==> config.mk <==
export PLATFORM = sky130hd
export DESIGN_NAME = keypad_multikey_debounce_tracker
export DESIGN_NICKNAME = d
export VERILOG_FILES = /design/src/design/kmdt_pkg.sv /design/src/design/keypad_multikey_debounce_tracker.sv /design/src/design/kmdt_front.sv /design/src/design/kmdt_back.sv
export SDC_FILE = /design/constraint.sdc
export NUM_CORES = 1
export LEC_CHECK = 0
export ABC_CLOCK_PERIOD_IN_PS = 5170
export BUFFER_PORTS_ARGS = -buffer_cell sky130_fd_sc_hd__clkbuf_2
export CAP_MARGIN = 15
export CORE_MARGIN = 2
export CORE_UTILIZATION = 40
export CTS_CLUSTER_SIZE = 8
export DETAILED_ROUTE_END_ITERATION = 12
export GPL_TIMING_DRIVEN = 0
export MAX_ROUTING_LAYER = met4
export PLACE_DENSITY = 0.66
export SLEW_MARGIN = 5
export SYNTH_ARGS = -nofsm -noshare
export SYNTH_HDL_FRONTEND = slang
export SYNTH_SLANG_ARGS = --single-unit
==> constraint.sdc <==
create_clock -name clk -period 5.17 [get_ports clk]
set_input_delay 0.517 -clock clk [delete_from_list [all_inputs] [get_ports clk]]
set_output_delay 0.517 -clock clk [all_outputs]
set_load 0.02 [all_outputs]
==> src/design/kmdt_pkg.sv <==
// kmdt_pkg: shared types, constants and key functions of the keypad debounce tracker
// no dependencies; imported by kmdt_front, kmdt_back and the top level
package kmdt_pkg;

	localparam int SLOTS = 4;
	localparam int KEY_W = 7;
	localparam int CNT_W = 8;
	localparam int CODE_W = 8;

	localparam int MQ_DEPTH = 2;
	localparam int MQ_PTR_W = $clog2(MQ_DEPTH);
	localparam int MQ_CNT_W = $clog2(MQ_DEPTH + 1);

	localparam int OQ_DEPTH = 2;
	localparam int OQ_PTR_W = $clog2(OQ_DEPTH);
	localparam int OQ_CNT_W = $clog2(OQ_DEPTH + 1);

	localparam int HELD_N = 3;
	localparam int HELD_W = $clog2(HELD_N + 1);

	localparam logic [3:0]        ROW_MAX   = 4'd8;
	localparam logic [2:0]        COL_MAX   = 3'd5;
	localparam logic [CNT_W-1:0]  CNT_MAX   = 8'd255;
	localparam logic [CNT_W-1:0]  DEB_RESET = 8'd3;
	localparam logic [CODE_W-1:0] REL_OFS   = 8'd100;
	localparam logic [KEY_W-1:0]  KEY_NONE  = 7'd0;

	typedef struct packed {
		logic [3:0] row;
		logic [2:0] col;
		logic       pressed;
	} in_word_t;

	typedef struct packed {
		logic [CODE_W-1:0] event_code;
		logic [KEY_W-1:0]  held_key_a;
		logic [KEY_W-1:0]  held_key_b;
		logic [KEY_W-1:0]  held_key_c;
	} out_word_t;

	// classified reading, as queued between front and back
	typedef struct packed {
		logic [KEY_W-1:0] key;
		logic [KEY_W-1:0] code_key;
		logic             down;
	} cls_word_t;

	typedef struct packed {
		logic      valid;
		cls_word_t word;
	} mq_head_t;

	function automatic logic [KEY_W-1:0] key_of(input logic [3:0] row, input logic [2:0] col);
		logic [KEY_W-1:0] rinv;
		rinv = KEY_W'(ROW_MAX - row);
		return KEY_W'(rinv * KEY_W'(10)) + KEY_W'(col) + KEY_W'(1);
	endfunction

	// keys 42..46, 53..56, 63..66, 73..76, 83..86 move down by one
	function automatic logic [KEY_W-1:0] remap_key(input logic [KEY_W-1:0] k);
		logic dec;
		dec = (k > 7'd41 && k < 7'd47) || (k > 7'd52 && k < 7'd57) ||
		      (k > 7'd62 && k < 7'd67) || (k > 7'd72 && k < 7'd77) ||
		      (k > 7'd82 && k < 7'd87);
		return dec ? k - KEY_W'(1) : k;
	endfunction

endpackage

==> src/design/keypad_multikey_debounce_tracker.sv <==
// keypad_multikey_debounce_tracker: top level, front classifier and back slot tracker
// depends on kmdt_pkg, kmdt_front, kmdt_back
//
//   channel   handshake              word
//   input     push / full            item   (row, col, pressed)
//   result    pop / empty            result (event_code, held_key_a..c)
//   config    cfg_valid / cfg_ready  cfg_data (debounce_count)
//
// one reading per cycle sustained while the result queue has room; a result
// passes the front queue, then the slot update, before it shows on the result ports
// the slot table is read and written back in the same cycle, which sets the rate
// reset clears the slot table, both queues and loads debounce_count with 3
// a stalled result queue fills the front queue, then full rises
module keypad_multikey_debounce_tracker import kmdt_pkg::*; (
	input  logic             clk,
	input  logic             arst_n,
	input  in_word_t         item,
	input  logic             push,
	output logic             full,
	output out_word_t        result,
	output logic             empty,
	input  logic             pop,
	input  logic             cfg_valid,
	output logic             cfg_ready,
	input  logic [CNT_W-1:0] cfg_data
);

	mq_head_t q_head;
	logic     q_pop;

	kmdt_front u_front (
		.clk    (clk),
		.arst_n (arst_n),
		.item   (item),
		.push   (push),
		.full   (full),
		.q_head (q_head),
		.q_pop  (q_pop)
	);

	kmdt_back u_back (
		.clk       (clk),
		.arst_n    (arst_n),
		.cfg_valid (cfg_valid),
		.cfg_ready (cfg_ready),
		.cfg_data  (cfg_data),
		.q_head    (q_head),
		.q_pop     (q_pop),
		.empty     (empty),
		.pop       (pop),
		.result    (result)
	);

	a_pop_needs_head: assert property (@(posedge clk) disable iff (!arst_n)
		q_pop |-> q_head.valid)
		else $error("queue popped while empty");

	a_head_holds: assert property (@(posedge clk) disable iff (!arst_n)
		q_head.valid && !q_pop |=> q_head.valid && $stable(q_head.word))
		else $error("queue head changed without pop");

	a_no_phantom: assert property (@(posedge clk) disable iff (!arst_n)
		!q_head.valid && !(push && !full) |=> !q_head.valid)
		else $error("queue filled without accepted word");

	a_code_nonzero: assert property (@(posedge clk) disable iff (!arst_n)
		!empty |-> result.event_code != '0)
		else $error("result word with zero event code");

endmodule

==> src/design/kmdt_front.sv <==
// kmdt_front: accepts readings, range-checks and classifies them into key numbers
// feeds a two-entry queue toward the back end; depends on kmdt_pkg
module kmdt_front import kmdt_pkg::*; (
	input  logic     clk,
	input  logic     arst_n,
	input  in_word_t item,
	input  logic     push,
	output logic     full,
	output mq_head_t q_head,
	input  logic     q_pop
);

	cls_word_t             mq_q [MQ_DEPTH];
	logic [MQ_PTR_W-1:0]   rd_ptr_q;
	logic [MQ_PTR_W-1:0]   wr_ptr_q;
	logic [MQ_CNT_W-1:0]   cnt_q;
	logic                  in_range;
	logic                  enq;
	cls_word_t             cls;

	assign full     = (cnt_q == MQ_CNT_W'(MQ_DEPTH));
	assign in_range = (item.row <= ROW_MAX) && (item.col <= COL_MAX);
	assign enq      = push && !full && in_range;

	always_comb begin
		cls.key      = key_of(item.row, item.col);
		cls.code_key = remap_key(cls.key);
		cls.down     = item.pressed;
	end

	assign q_head.valid = (cnt_q != '0);
	assign q_head.word  = mq_q[rd_ptr_q];

	always_ff @(posedge clk or negedge arst_n) begin
		if (!arst_n) begin
			rd_ptr_q <= '0;
			wr_ptr_q <= '0;
			cnt_q    <= '0;
		end else begin
			if (enq)
				wr_ptr_q <= wr_ptr_q + MQ_PTR_W'(1);
			if (q_pop)
				rd_ptr_q <= rd_ptr_q + MQ_PTR_W'(1);
			cnt_q <= cnt_q + MQ_CNT_W'(enq) - MQ_CNT_W'(q_pop);
		end
	end

	// payload, no reset
	always_ff @(posedge clk) begin
		if (enq)
			mq_q[wr_ptr_q] <= cls;
	end

endmodule

==> src/design/kmdt_back.sv <==
// kmdt_back: slot table update, event generation and two-entry result queue
// holds the debounce_count register; depends on kmdt_pkg
module kmdt_back import kmdt_pkg::*; (
	input  logic              clk,
	input  logic              arst_n,
	input  logic              cfg_valid,
	output logic              cfg_ready,
	input  logic [CNT_W-1:0]  cfg_data,
	input  mq_head_t          q_head,
	output logic              q_pop,
	output logic              empty,
	input  logic              pop,
	output out_word_t         result
);

	logic [CNT_W-1:0]    deb_q;
	logic [KEY_W-1:0]    slot_key_q [SLOTS];
	logic [CNT_W-1:0]    slot_cnt_q [SLOTS];
	logic [KEY_W-1:0]    nxt_key [SLOTS];
	logic [CNT_W-1:0]    nxt_cnt [SLOTS];
	logic                match [SLOTS];
	logic                valid [SLOTS];
	logic [KEY_W-1:0]    held [HELD_N];
	logic [HELD_W-1:0]   nheld;
	logic [CNT_W-1:0]    thr;
	logic                found;
	logic                claimed;
	logic                press_hit;
	logic                rel_hit;
	logic                fire;
	logic                res_push;
	logic                res_pop;
	out_word_t           res_word;
	cls_word_t           w;

	out_word_t           oq_q [OQ_DEPTH];
	logic [OQ_PTR_W-1:0] oq_rd_q;
	logic [OQ_PTR_W-1:0] oq_wr_q;
	logic [OQ_CNT_W-1:0] oq_cnt_q;

	assign cfg_ready = 1'b1;
	assign w         = q_head.word;
	assign thr       = (deb_q == '0) ? CNT_W'(1) : deb_q;

	always_comb begin
		nxt_key   = slot_key_q;
		nxt_cnt   = slot_cnt_q;
		found     = 1'b0;
		claimed   = 1'b0;
		press_hit = 1'b0;
		rel_hit   = 1'b0;
		nheld     = '0;
		for (int h = 0; h < HELD_N; h++)
			held[h] = KEY_NONE;
		for (int i = 0; i < SLOTS; i++) begin
			match[i] = (slot_key_q[i] == w.key);
			valid[i] = (slot_cnt_q[i] >= thr);
			if (w.down && match[i]) begin
				found = 1'b1;
				if (slot_cnt_q[i] != CNT_MAX) begin
					nxt_cnt[i] = slot_cnt_q[i] + CNT_W'(1);
					if (slot_cnt_q[i] + CNT_W'(1) == thr)
						press_hit = 1'b1;
				end
			end else if (!w.down && match[i] && valid[i]) begin
				rel_hit    = 1'b1;
				nxt_key[i] = KEY_NONE;
				nxt_cnt[i] = '0;
			end else if (valid[i]) begin
				if (nheld != HELD_W'(HELD_N)) begin
					held[nheld[HELD_W-1:0]] = remap_key(slot_key_q[i]);
					nheld = nheld + HELD_W'(1);
				end
			end
		end
		// untracked press takes the first idle slot
		for (int i = 0; i < SLOTS; i++) begin
			if (w.down && !found && !claimed && slot_cnt_q[i] == '0) begin
				nxt_key[i] = w.key;
				claimed    = 1'b1;
			end
		end
	end

	always_comb begin
		res_word.event_code = rel_hit ? CODE_W'(w.code_key) + REL_OFS : CODE_W'(w.code_key);
		res_word.held_key_a = held[0];
		res_word.held_key_b = held[1];
		res_word.held_key_c = held[2];
	end

	assign empty    = (oq_cnt_q == '0);
	assign res_pop  = pop && !empty;
	assign fire     = q_head.valid && ((oq_cnt_q != OQ_CNT_W'(OQ_DEPTH)) || res_pop);
	assign q_pop    = fire;
	assign res_push = fire && (press_hit || rel_hit);
	assign result   = oq_q[oq_rd_q];

	always_ff @(posedge clk or negedge arst_n) begin
		if (!arst_n) begin
			deb_q <= DEB_RESET;
			for (int i = 0; i < SLOTS; i++) begin
				slot_key_q[i] <= KEY_NONE;
				slot_cnt_q[i] <= '0;
			end
			oq_rd_q  <= '0;
			oq_wr_q  <= '0;
			oq_cnt_q <= '0;
		end else begin
			if (cfg_valid && cfg_ready)
				deb_q <= cfg_data;
			if (fire) begin
				slot_key_q <= nxt_key;
				slot_cnt_q <= nxt_cnt;
			end
			if (res_push)
				oq_wr_q <= oq_wr_q + OQ_PTR_W'(1);
			if (res_pop)
				oq_rd_q <= oq_rd_q + OQ_PTR_W'(1);
			oq_cnt_q <= oq_cnt_q + OQ_CNT_W'(res_push) - OQ_CNT_W'(res_pop);
		end
	end

	// result payload, no reset
	always_ff @(posedge clk) begin
		if (res_push)
			oq_q[oq_wr_q] <= res_word;
	end

endmodule

==> metrics.txt <==
CP bufs+invs=4; Die Wd=174 um; Worst Hold Class=primary input to flop; row count=62; Synth top area share=22.9%; leakage=5.07 nW; worst-path cell chain=clkbuf_1, nor4_1, a41o_1, ha_1, nand2b_1, a211oi_1, o21ai_0, a221oi_2, buf_4, or2_2, inv_1, ha_1, o21a_2, or4_4, buf_6, o41ai_1, o22ai_1; fmax=203 MHz; CP dominant cell by count=ha_1; Worst Setup Start Kind=flop; pre-CTS WS=-0.309 ns; Post-DP Area=0.0123 mm2; Post-DP HPWL=20500 um; non-filler instance count after layout=1607; max-slew violation count=0; synth warn=0; Synth Area per Inst=10.1 um2; Initial Utilization=40.3%; # Max-Cap Violations=0; vias in the first global route=8551; Synth top cells by count=edfxtp_1 (88), xnor2_1 (76), dfrtp_1 (74); CP Capture Type=flop; Final Power=4.49 mW; Inserted Clock Buffers=17; cell with the most instances after synthesis=edfxtp_1; max incr delay on CP=0.52 ns; All-Layer GR Usage=19.5%; RSZ-0062 raised after global routing=false; Vias/cell=5.59; synthesized instance count=1136; die footprint=0.0302 mm2; Synth Register Bits=164; CP arrival=5.08 ns; Synth area leaders=edfxtp_1 (23%), dfrtp_1 (16%), ha_1 (7.3%); Synth Net Count=1226; Die Span Y=174 um; Critical-path top delay cell=or4_4; placed insts=1575; fill count=2739; power per cell area=346 mW/mm2; Max Root-Sink Buffers=2; worst-margin pin slew=1.12 ns; Critical Path RT=5.32 ns; Post-synth EDFFs=88; final worst-path cycle share=95.2%; CTS tree=yes; IO Pins=53; Nets=1301; H-tree Lvls=4; crit-path leading delay family=compound AO/OA/AOI/OAI gates; First DRT Iteration DRCs=717; Clock Skew=0.0190 ns; GR Overflow Total=0; drt first pass iters=4; final WL=27700 um; Root Driver=clkbuf_16; Max Fanout on Critical Path=9; top_reg_cell synth=edfxtp_1; Synth async-reset ratio=46.3%; post-DR wirelength/cell=17.2 um; layout cells sized above 1=15.5%; Detail Route Antenna Nets=0; Final Hold Fails=0; relative slew slack=24.5%; sequential share of the synthesized area=39.5%; CTS Sinks=164; Post-Syn Area=0.0115 mm2; Core Box Area=0.0285 mm2; setup violators final=0; initial antenna violation count=0; Final Util=45.4%; Yosys top cell by area=edfxtp_1; first-pass GRT wire length=45800 um; PortBufs=51; min Tclk post-route=4.92 ns; Final WS setup=0.246 ns; area grow syn2layout=12.6%; drt drc=0; # diodes=0; worst-skew pair later-pin latency=0.46 ns; Placer Congestion=0.896; post-synthesis cell type count=102; setup tns final=0 ns; status=finished clean; maximum number of pins on one net before global-route repair=55; Clk pin slew, worst setup/hold paths=0.07 ns; vias=8980; WHS=0.273 ns; Peak supply drop=0.000281 V; Design Area, Final=0.0130 mm2; CP Class=flop to flop
==> what timing repair did <==
action,in CTS,in global routing
setup buffers,2,0
setup endpoints to repair,44,23
hold buffers,1,0
resized for setup,2,1
pin swaps,1,0
endpoints found under the hold margin,1,0
==> cell usage in the layout, fill, tap and decap left out, drive strengths merged, types with 10 or more instances in the layout <==
cell type,n
edfxtp,88
a21oi,30
nand2,59
inv,77
nand2b,16
nand3,25
nor3,24
clkbuf,117
dfrtp,74
a22o,26
a211oi,13
o31ai,16
and2,12
nand4,11
xor2,28
a22oi,10
nor2b,23
nor4,14
mux2i,30
xnor2,77
o22ai,14
ha,67
mux2,46
and3,12
nor2,64
o21ai,78
buf,17
==> routing by layer <==
metal  part of all wire (%)  vias up  wire, um  track usage [%]
met5                      0        -         0                -
met4                    2.3        0       634             6.58
met3                    3.7       45      1010             3.03
met2                     46      210     12800             30.2
met1                     48     4368     13200             26.2
li1                       -     4357         -                -
==> sequential cells by signal, summed over array words and instances, names as in the netlist <==
name and count:
u_back.deb_q 8, u_back.oq_cnt_q 2, u_back.oq_q 58, u_back.oq_rd_q 1, u_back.oq_wr_q 1, u_back.slot_cnt_q 32, u_back.slot_key_q 28, u_front.cnt_q 2
u_front.mq_q 30, u_front.rd_ptr_q 1, u_front.wr_ptr_q 1
==> final timing paths <==
path	startpoint	endpoint	slack, ns	cells past startpoint
setup / recovery	u_back.deb_q[5]$_DFFE_PN0P_	u_back.oq_q[0][20]$_DFFE_PP_	0.25	17
hold / removal	item[0]	u_front.mq_q[0][0]$_DFFE_PP_	0.27	1
setup reg to reg	u_back.deb_q[5]$_DFFE_PN0P_	u_back.oq_q[0][20]$_DFFE_PP_	0.25	17
hold reg to reg	u_front.wr_ptr_q$_DFFE_PN0P_	u_front.wr_ptr_q$_DFFE_PN0P_	0.49	1
max in group asynchronous	arst_n	u_back.slot_key_q[13]$_DFFE_PN0P_	4.03	3
min in group asynchronous	arst_n	u_back.slot_cnt_q[19]$_DFFE_PN0P_	0.54	2
==> area by class of cell <==
class	instances	area [um2]	share of cell area, %
Timing Repair Buffer	58	358	2.76
Buffer	60	264	2.04
Clock buffer	17	425	3.28
Multi-Input combinational cell	841	6470	49.9
Tap cell	384	480	3.70
Sequential cell	164	4550	35.1
Inverter	69	259	2.00
Clock inverter	14	164	1.26
==> cell families after synthesis <==
group                    Yosys count  share of synthesized area [%]
AND/OR/NAND/NOR                  303                           14.6
AO/OA/AOI/OAI                    283                           17.4
flip-flops                       164                           39.5
buffers and inverters            131                           4.61
XOR/XNOR                         107                           8.52
multiplexers                      76                           7.60
adder cells (fa/ha/maj)           71                           7.80
other                              1                         0.0326
==> report_power, final <==
group          leakage (nW)  internal (mW)  switching [mW]
logic                  2.90          0.644           0.942
registers              1.89           1.52          0.0728
clock network         0.291          0.725           0.589
Note: power is estimated with default switching activity, not from simulation.
